==> src/rtl/ffa_pkg.sv <==
// ----------------------------------------------------------------------------
// First-fit heap allocator package
// Shared types, codes and sizes for the allocator controller and datapath.
// ----------------------------------------------------------------------------
`default_nettype none

package ffa_pkg;

  localparam int GRANULES = 4096;
  localparam int IDX_W    = 12;
  localparam int LEN_W    = 13;
  localparam int NEED_W   = 21;
  localparam int SCAN_W   = 14;
  localparam int IN_W     = 64;
  localparam int OUT_W    = 112;

  localparam logic [LEN_W-1:0] HEAP_LEN = LEN_W'(GRANULES);

  typedef enum logic [1:0] {
    OP_INIT    = 2'd0,
    OP_ALLOC   = 2'd1,
    OP_FREE    = 2'd2,
    OP_REALLOC = 2'd3
  } op_t;

  typedef enum logic [1:0] {
    ST_OK  = 2'd0,
    ST_OOM = 2'd1,
    ST_BAD = 2'd2
  } status_t;

  localparam logic REG_HEAP_BASE     = 1'b0;
  localparam logic REG_HEAP_GRANULES = 1'b1;

  typedef struct packed {
    logic             start;
    logic             used;
    logic [LEN_W-1:0] len;
  } entry_t;

  typedef enum logic [4:0] {
    CMD_NOP,
    CMD_RCLEAR,
    CMD_CLEAR,
    CMD_LOAD,
    CMD_LOC_RD,
    CMD_LOC_EV,
    CMD_SET_BAD,
    CMD_SET_OOM,
    CMD_SHRINK,
    CMD_SPLIT_WR,
    CMD_FIT_RD,
    CMD_FIT_NEXT,
    CMD_FIT_TAKE,
    CMD_REL_RD,
    CMD_REL_EV,
    CMD_BK_RD,
    CMD_BK_MERGE,
    CMD_FW_RD,
    CMD_FW_MERGE,
    CMD_REL_WR,
    CMD_RESULT
  } cmd_t;

  typedef struct packed {
    op_t  op;
    logic addr_null;
    logic loc_ok;
    logic rd_start;
    logic rd_used;
    logic rd_len_zero;
    logic fits_need;
    logic fit_split;
    logic shrink_split;
    logic scan_end;
    logic g_zero;
    logic k_zero;
    logic bk_merge;
    logic fw_ok;
    logic clr_last;
    logic out_free;
  } dp_flags_t;

endpackage

`default_nettype wire

==> src/rtl/ffa_ctrl.sv <==
// ----------------------------------------------------------------------------
// First-fit heap allocator controller
// Sequences the clear, locate, first-fit, split and release steps.
// ----------------------------------------------------------------------------
`default_nettype none

module ffa_ctrl (
  input  wire logic               clk,
  input  wire logic               rst,
  input  wire ffa_pkg::dp_flags_t flags,
  input  wire logic               s_tvalid,
  output logic                    in_ready,
  output ffa_pkg::cmd_t           cmd
);

  typedef enum logic [18:0] {
    S_RCLR      = 19'h00001,
    S_IDLE      = 19'h00002,
    S_DISP      = 19'h00004,
    S_CLEAR     = 19'h00008,
    S_LOC_RD    = 19'h00010,
    S_LOC_EV    = 19'h00020,
    S_SHRINK    = 19'h00040,
    S_SH_SPLIT  = 19'h00080,
    S_FIT_RD    = 19'h00100,
    S_FIT_EV    = 19'h00200,
    S_FIT_SPLIT = 19'h00400,
    S_REL_RD    = 19'h00800,
    S_REL_EV    = 19'h01000,
    S_BK_RD     = 19'h02000,
    S_BK_EV     = 19'h04000,
    S_FW_CHK    = 19'h08000,
    S_FW_EV     = 19'h10000,
    S_REL_WR    = 19'h20000,
    S_DONE      = 19'h40000
  } state_t;

  state_t state, state_next;
  logic   realloc;

  assign in_ready = (state == S_IDLE);
  assign realloc  = (flags.op == ffa_pkg::OP_REALLOC);

  always_comb begin
    state_next = state;
    cmd        = ffa_pkg::CMD_NOP;
    case (state)
      S_RCLR: begin
        cmd = ffa_pkg::CMD_RCLEAR;
        if (flags.clr_last) state_next = S_IDLE;
      end
      S_IDLE: begin
        if (s_tvalid) begin
          cmd        = ffa_pkg::CMD_LOAD;
          state_next = S_DISP;
        end
      end
      S_DISP: begin
        case (flags.op)
          ffa_pkg::OP_INIT:  state_next = S_CLEAR;
          ffa_pkg::OP_ALLOC: state_next = S_FIT_RD;
          ffa_pkg::OP_FREE:  state_next = flags.addr_null ? S_DONE : S_LOC_RD;
          default:           state_next = S_LOC_RD;
        endcase
      end
      S_CLEAR: begin
        cmd = ffa_pkg::CMD_CLEAR;
        if (flags.clr_last) state_next = S_DONE;
      end
      S_LOC_RD: begin
        if (flags.loc_ok) begin
          cmd        = ffa_pkg::CMD_LOC_RD;
          state_next = S_LOC_EV;
        end else begin
          cmd        = ffa_pkg::CMD_SET_BAD;
          state_next = S_DONE;
        end
      end
      S_LOC_EV: begin
        if (!flags.rd_start) begin
          cmd        = ffa_pkg::CMD_SET_BAD;
          state_next = S_DONE;
        end else begin
          cmd = ffa_pkg::CMD_LOC_EV;
          if (!realloc) state_next = S_REL_EV;
          else if (flags.fits_need) state_next = S_SHRINK;
          else state_next = S_FIT_RD;
        end
      end
      S_SHRINK: begin
        cmd        = ffa_pkg::CMD_SHRINK;
        state_next = flags.shrink_split ? S_SH_SPLIT : S_DONE;
      end
      S_SH_SPLIT: begin
        cmd        = ffa_pkg::CMD_SPLIT_WR;
        state_next = S_DONE;
      end
      S_FIT_RD: begin
        if (flags.scan_end) begin
          cmd        = ffa_pkg::CMD_SET_OOM;
          state_next = S_DONE;
        end else begin
          cmd        = ffa_pkg::CMD_FIT_RD;
          state_next = S_FIT_EV;
        end
      end
      S_FIT_EV: begin
        if (!flags.rd_start || flags.rd_len_zero) begin
          cmd        = ffa_pkg::CMD_SET_OOM;
          state_next = S_DONE;
        end else if (!flags.rd_used && flags.fits_need) begin
          cmd = ffa_pkg::CMD_FIT_TAKE;
          if (flags.fit_split) state_next = S_FIT_SPLIT;
          else state_next = realloc ? S_REL_RD : S_DONE;
        end else begin
          cmd        = ffa_pkg::CMD_FIT_NEXT;
          state_next = S_FIT_RD;
        end
      end
      S_FIT_SPLIT: begin
        cmd        = ffa_pkg::CMD_SPLIT_WR;
        state_next = realloc ? S_REL_RD : S_DONE;
      end
      S_REL_RD: begin
        cmd        = ffa_pkg::CMD_REL_RD;
        state_next = S_REL_EV;
      end
      S_REL_EV: begin
        cmd        = ffa_pkg::CMD_REL_EV;
        state_next = flags.g_zero ? S_FW_CHK : S_BK_RD;
      end
      S_BK_RD: begin
        cmd        = ffa_pkg::CMD_BK_RD;
        state_next = S_BK_EV;
      end
      S_BK_EV: begin
        if (flags.rd_start) begin
          if (flags.bk_merge) cmd = ffa_pkg::CMD_BK_MERGE;
          state_next = S_FW_CHK;
        end else begin
          state_next = flags.k_zero ? S_FW_CHK : S_BK_RD;
        end
      end
      S_FW_CHK: begin
        if (flags.fw_ok) begin
          cmd        = ffa_pkg::CMD_FW_RD;
          state_next = S_FW_EV;
        end else begin
          state_next = S_REL_WR;
        end
      end
      S_FW_EV: begin
        if (flags.rd_start && !flags.rd_used) cmd = ffa_pkg::CMD_FW_MERGE;
        state_next = S_REL_WR;
      end
      S_REL_WR: begin
        cmd        = ffa_pkg::CMD_REL_WR;
        state_next = S_DONE;
      end
      S_DONE: begin
        if (flags.out_free) begin
          cmd        = ffa_pkg::CMD_RESULT;
          state_next = S_IDLE;
        end
      end
      default: begin
        state_next = S_IDLE;
      end
    endcase
  end

  always_ff @(posedge clk) begin
    if (rst) begin
      state <= S_RCLR;
    end else begin
      state <= state_next;
    end
  end

endmodule

`default_nettype wire

==> config.mk <==
export PLATFORM = sky130hd
export DESIGN_NAME = ffa_ctrl
export DESIGN_NICKNAME = d
export VERILOG_FILES = /design/src/rtl/ffa_pkg.sv /design/src/rtl/ffa_ctrl.sv
export SDC_FILE = /design/constraint.sdc
export NUM_CORES = 1
export LEC_CHECK = 0
export CAP_MARGIN = 20
export CORE_ASPECT_RATIO = 1.5
export CORE_MARGIN = 2
export CORE_UTILIZATION = 55
export DETAILED_ROUTE_END_ITERATION = 8
export DONT_BUFFER_PORTS = 1
export PLACE_DENSITY = 0.7
export SETUP_SLACK_MARGIN = 0.2
export SLEW_MARGIN = 20
export SYNTH_ARGS = -nofsm -noshare
export SYNTH_HDL_FRONTEND = slang
export SYNTH_SLANG_ARGS = --single-unit
export TNS_END_PERCENT = 100
==> constraint.sdc <==
create_clock -name clk -period 3.79 [get_ports clk]
set_input_delay 0.758 -clock clk [delete_from_list [all_inputs] [get_ports clk]]
set_output_delay 0.758 -clock clk [all_outputs]
set_load 0.01 [all_outputs]
==> results of run 1 <==
## power by group through the flow
stage | clock [W] | sequential [W] | combinational, W
after CTS | 0.000108 | 0.000205 | 0.0000455
after detailed placement | 0 | 0.000209 | 0.0000439
after floorplan | 0 | 0.000208 | 0.0000367
after global placement | 0 | 0.000209 | 0.0000432
after global routing | 0.000120 | 0.000205 | 0.0000513
final | 0.000109 | 0.000205 | 0.0000477
## stage by stage
stage	area (µm²)	worst slack, ps	utilization, %
3_3_place_gp	1440	499.5	58.78
6_report	1489	268.5	60.78
5_1_grt	1489	201.0	60.78
2_1_floorplan	1434	595.8	-
3_5_place_dp	1440	478.7	58.78
4_1_cts	1481	244.3	60.47
## critical path: stages (launching register included)
cell and delay (ps):
dfxtp_1 370, or4_4 580, or3_4 350, or4_4 440, or3b_4 400, and3_1 190
o2111ai_2 120
## cell families (layout without fill, tap and decap cells)
logic type	count (synthesis)	in the layout
AND/OR/NAND/NOR	130	130
flip-flops	19	19
XOR/XNOR	3	3
buffers and inverters	17	13
AO/OA/AOI/OAI	31	31
## cell usage in the layout (no fill, tap or decap), types with 4 or more instances in the layout
| master | synthesis | final |
|---|---|---|
| a21oi_1 | 4 | 4 |
| nand3_1 | 9 | 9 |
| or3_1 | 9 | 8 |
| nor2b_1 | 8 | 8 |
| nor2_1 | 30 | 30 |
| and3_1 | 4 | 4 |
| nor3_1 | 14 | 14 |
| nand2_1 | 15 | 15 |
| nand4_1 | 8 | 8 |
| nor4_1 | 6 | 6 |
| and4_1 | 4 | 4 |
| dfxtp_1 | 19 | 17 |
| nor4b_1 | 5 | 5 |
| nand2b_1 | 4 | 4 |
| inv_1 | 7 | 7 |
## per-layer routing
layer	share of wire [%]	up-vias	GRT usage, %
met3	6.1	22	4.065
met4	4.8	0	17.14
met5	0	-	0
met1	37	744	33.22
met2	52	71	55.63
li1	-	745	-
## path summary, 6_finish.rpt
| kind | endpoint | cells past startpoint | from | slack [ps] |
|---|---|---|---|---|
| max | cmd[1] | 6 | state[0] | 270 |
| min | state[3] | 1 | rst | 490 |
| max reg2reg | state[15] | 6 | state[0] | 1290 |
| min reg2reg | state[0] | 1 | state[0] | 560 |
## what timing repair did
action                     4_1_cts  5_1_grt
setup endpoints to repair        1        1
gates resized for setup          3        3
pin swaps                        0        1
setup buffers                    0        0
## layout make-up
cell class | count | area, µm² | area share (%)
Tap cell | 24 | 30.03 | 2.017
Clock buffer | 3 | 22.52 | 1.513
Multi-Input combinational cell | 164 | 1007 | 67.65
Clock inverter | 1 | 5.005 | 0.3361
Timing Repair Buffer | 2 | 15.01 | 1.008
Inverter | 7 | 26.28 | 1.765
Sequential cell | 19 | 382.9 | 25.71
==> flow_metrics.env, run 1 <==
export IMPL_skew_ps=12.45
export IMPL_syn_cell_area_um2=1434
export IMPL_peakVddDrop_v=0.0002071
export IMPL_initial_core_util_pct=58.53
export IMPL_cts_tree="built"
export IMPL_syn_to_final_growth_pct=3.840
export IMPL_synth_cell_types=47
export IMPL_yosysMostFrequentCell="nor2_1"
export IMPL_synthTopCellsByCount="30 x nor2_1, 19 x dfxtp_1, 15 x nand2_1"
export IMPL_overflow=0
export IMPL_path_class="reg2out"
export IMPL_insertion_delay_ps=320
export IMPL_cts_buffers=3
export IMPL_synthCells=200
export IMPL_finalSetupViolations=0
export IMPL_via_count=1582
export IMPL_finalHoldViolCount=0
export IMPL_drtIter0Drc=78
export IMPL_largest_registers="state: 19 flops"
export IMPL_drtAntennaViolNets=0
export IMPL_clock_power_share_pct=30.1
export IMPL_fin_crit_sh_pct=92.92
export IMPL_syn_nets=220
export IMPL_fp_dieArea_um2=3040
export IMPL_grt_max_degree=20
export IMPL_synthSimpleGateAreaFrac_pct=50.52
export IMPL_io_buffers=0
export IMPL_first_pass_iters=4
export IMPL_finalPower_w=0.0003611
export IMPL_die_y_um=66.54
export IMPL_synth_fa_ha_area_share_pct=0
export IMPL_cts_root_buffer_cell="clkbuf_4"
export IMPL_path_max_fanout=6
export IMPL_swShare_pct=27.68
export IMPL_fmax_ghz=0.2840
export IMPL_endpoint_kind="output port"
export IMPL_period_needed_ps=3522
export IMPL_synth_compound_area_share_pct=16.58
export IMPL_synth_top_family_by_area="simple AND/OR/NAND/NOR gates"
export IMPL_grt_usage_pct=31.06
export IMPL_max_cap_violations=0
export IMPL_worstMarginPinSlew_ps=637.5
export IMPL_viasPerCell=7.191
export IMPL_power_density_nw_per_um2=242.5
export IMPL_fin_cells=220
export IMPL_ctsHoldBuffers=0
export IMPL_antennaDiodeCount=0
export IMPL_rsz0062_at_grt="false"
export IMPL_io_pins=26
export IMPL_leakage_nw=0.5684
export IMPL_antenna_found_initial=0
export IMPL_regMostFlops="state"
export IMPL_placed_cells=216
export IMPL_setup_tns_ps=0
export IMPL_ys_warn_count=0
export IMPL_p_int_w=0.0002612
export IMPL_clkTransAtPathRegs_ps=120
export IMPL_yosysSeqAreaShare_pct=26.53
export IMPL_slew_headroom_pct=57.11
export IMPL_nets=217
export IMPL_synth_area_leader_cell="dfxtp_1"
export IMPL_largest_register_ffs=19
export IMPL_status="complete, no violations"
export IMPL_dpl_hpwl_um=3509
export IMPL_hp_class="in2reg"
export IMPL_cts_sinks=19
export IMPL_die_x_um=45.69
export IMPL_p_seq_share_pct=56.7
export IMPL_wl_um=4451
export IMPL_gp_congestion=1.002
export IMPL_yosys_top_cells_area="dfxtp_1 27%, nor2_1 7.9%, nor3_1 4.9%, nand2_1 3.9%, or3_1 3.9%"
export IMPL_finalMaxSlewViolations=0
export IMPL_synth_main_ff_cell="dfxtp_1"
export IMPL_async_flop_share_pct=0
export IMPL_startpoint_type="register"
export IMPL_muxShareOfSynthArea_pct=0
export IMPL_switching_power_w=0.00009995
export IMPL_yosysTopAreaCellShare_pct=26.53
export IMPL_max_clock_path_buffers=2
export IMPL_holdWs_ps=491.0
export IMPL_synth_xor_area_share_pct=1.832
export IMPL_synth_seq_cells=19
export IMPL_grt_pass1_wl_um=6900
export IMPL_drive_gt1_share_pct=9.694
export IMPL_htree_levels=1
export IMPL_grt_pass1_vias=1538
export IMPL_wl_per_cell_um=20.23
export IMPL_arrival_ps=2760
export IMPL_n_fill_cell=240
export IMPL_core_um2=2450
export IMPL_drc=0
export IMPL_p_comb_share_pct=13.2
export IMPL_syn_avg_cell_area_um2=7.169
export IMPL_placementRows=22
export IMPL_synth_edf_count=0
export IMPL_cp_required_ps=3030
Note: power is estimated with default switching activity, not from simulation.
==> run 2, diff against run 1 <==
--- a/config.mk
+++ b/config.mk
@@ -5,6 +5,7 @@
 export SDC_FILE = /design/constraint.sdc
 export NUM_CORES = 1
 export LEC_CHECK = 0
+export ABC_AREA = 1
 export CAP_MARGIN = 20
 export CORE_ASPECT_RATIO = 1.5
 export CORE_MARGIN = 2
==> flow_metrics.env, run 2 <==
export IMPL_grt_pass1_wl_um=6113
export IMPL_cts_tree="built"
export IMPL_synth_main_ff_cell="dfxtp_1"
export IMPL_endpoint_kind="output port"
export IMPL_cp_startpoint="state[10]"
export IMPL_startpoint_type="register"
export IMPL_syn_to_final_growth_pct=4.903
export IMPL_p_comb_share_pct=11.3
export IMPL_fmax_ghz=0.3822
export IMPL_overflow=0
export IMPL_placementRows=23
export IMPL_slew_headroom_pct=75.42
export IMPL_max_clock_path_buffers=2
export IMPL_synthCells=230
export IMPL_die_y_um=67.54
export IMPL_syn_avg_cell_area_um2=6.436
export IMPL_grt_pass1_vias=1449
export IMPL_drive_gt1_share_pct=14.29
export IMPL_io_buffers=0
export IMPL_synth_edf_count=0
export IMPL_cts_buffers=3
export IMPL_insertion_delay_ps=260
export IMPL_r2r_end="state[18]"
export IMPL_gp_congestion=0.9481
export IMPL_hp_class="reg2reg"
export IMPL_grt_usage_pct=27.21
export IMPL_core_um2=2619
export IMPL_syn_nets=250
export IMPL_yosysSeqAreaShare_pct=25.70
export IMPL_first_pass_iters=4
export IMPL_rsz0062_at_grt="false"
export IMPL_reg2reg_slack_ps=2070
export IMPL_reg2reg_depth=10
export IMPL_synth_seq_cells=19
export IMPL_p_int_w=0.0002904
export IMPL_yosysMostFrequentCell="inv_1"
export IMPL_viasPerCell=5.549
export IMPL_p_seq_share_pct=52.1
export IMPL_htree_levels=1
export IMPL_cts_root_buffer_cell="clkbuf_8"
export IMPL_path_class="reg2out"
export IMPL_die_x_um=46.36
export IMPL_wl_um=3750
export IMPL_cp_required_ps=3030
export IMPL_rr_startpoint="state[10]"
export IMPL_synth_cell_types=33
export IMPL_skew_ps=2.478
export IMPL_grt_max_degree=20
export IMPL_fp_dieArea_um2=3131
export IMPL_clkTransAtPathRegs_ps=70
export IMPL_swShare_pct=25.91
export IMPL_cts_resized=0
export IMPL_crit_chain="nor2_1, nand2_2, nor2_8, nand3_1, inv_1, nand2_1, o21ai_0, inv_1, nand3_1"
export IMPL_ys_warn_count=0
export IMPL_switching_power_w=0.0001016
export IMPL_io_pins=26
export IMPL_post_cts_buffers=0
export IMPL_synth_area_leader_cell="dfxtp_1"
export IMPL_initial_core_util_pct=56.52
export IMPL_post_route_cell_area_um2=1553
export IMPL_finalSetupViolations=0
export IMPL_antenna_found_initial=0
export IMPL_syn_cell_area_um2=1480
export IMPL_final_common_cell="inv_1"
export IMPL_wl_per_cell_um=13.99
export IMPL_leakage_nw=0.7419
export IMPL_worstMarginPinSlew_ps=368.3
export IMPL_clock_power_share_pct=36.6
export IMPL_yosys_top_cells_area="dfxtp_1 26%, inv_1 9.6%, nand3_1 9.1%, nor2_1 8.4%, nand2_1 8.1%"
export IMPL_layout_common_cells="38 x inv_1, 33 x nor2_1, 32 x nand2_1"
export IMPL_async_flop_share_pct=0
export IMPL_drc=0
export IMPL_synthTopCellsByCount="38 x inv_1, 33 x nor2_1, 32 x nand2_1"
export IMPL_yosysTopAreaCellShare_pct=25.70
export IMPL_status="complete, no violations"
export IMPL_peakVddDrop_v=0.0002052
export IMPL_antennaDiodeCount=0
export IMPL_drtIter0Drc=63
export IMPL_slowest_delay_ps=330
export IMPL_power_density_nw_per_um2=252.5
export IMPL_path_max_fanout=10
export IMPL_largest_register_ffs=19
export IMPL_period_needed_ps=2617
export IMPL_worstSetupEndpoint="cmd[1]"
export IMPL_largest_registers="state: 19 flops"
export IMPL_ctsHoldBuffers=0
export IMPL_setup_tns_ps=0
export IMPL_regMostFlops="state"
export IMPL_max_cap_violations=0
export IMPL_nets=252
export IMPL_finalHoldViolCount=0
export IMPL_via_count=1487
export IMPL_fin_crit_sh_pct=69.04
export IMPL_dpl_hpwl_um=3051
export IMPL_finalMaxSlewViolations=0
export IMPL_crit_slowest_cell="dfxtp_1"
export IMPL_place_area_um2=1508
export IMPL_arrival_ps=1860
export IMPL_drtAntennaViolNets=0
export IMPL_cts_sinks=19
==> run 2: final cells by class <==
type	instances	area [µm²]
multi-input cells	165	919.6
fillers	262	1066
flip-flops and latches	19	380.4
well taps	37	46.29
clock buffers	4	45.04
inverters	43	161.4
==> run 2: power by group through the flow <==
stage	Sequential (W)	Combinational [W]	Clock (W)
2_1_floorplan	0.000208	0.0000419	0
3_3_place_gp	0.000209	0.0000431	0
3_5_place_dp	0.000209	0.0000443	0
4_1_cts	0.000204	0.0000446	0.000144
5_1_grt	0.000204	0.0000505	0.000152
6_report	0.000204	0.0000443	0.000143
==> run 2: critical path: cells and delay by family, from the launching register on <==
kind	cells	cell delay, ps
AOI/OAI and AO/OA	1	90
and+or+nand+nor	6	960
DFF	1	330
buffers and inverters	2	220
==> run 2: per-stage QoR <==
stage	std cells	utilization, %	worst slack (ps)	total power [W]	hold WS [ps]
final	268	59.29	1173	0.0003920	499.0
after global routing	268	59.29	1018	0.0004065	540.5
after CTS	268	59.29	1185	0.0003927	512.8
after detailed placement	264	57.57	1482	0.0002533	504.0
after global placement	264	57.57	1501	0.0002520	496.2
after floorplan	230	-	1610	0.0002504	467.4
==> run 2: cell families (layout without fill, tap and decap cells) <==
family | Yosys count | after routing | synth area share [%]
buf+inv | 46 | 47 | 12.17
simple gates | 148 | 148 | 55.28
flops | 19 | 19 | 25.70
compound gates | 17 | 17 | 6.848
==> run 2: how the worst min path moves through the flow <==
stage	start	slack [ps]	depth (start not counted)	end
floorplan	state[3]	470	2	state[3]
global placement	state[0]	500	2	state[0]
detailed placement	state[3]	500	2	state[3]
CTS	state[3]	510	2	state[3]
global route	state[0]	540	2	state[0]
finish	state[3]	500	2	state[3]
==> run 2: per-layer routing <==
layer | share of wire (%) | global-route usage (%)
met1 | 38 | 30.67
met2 | 54 | 47.22
met3 | 4.5 | 3.476
met4 | 3.7 | 15.00
met5 | 0 | 0
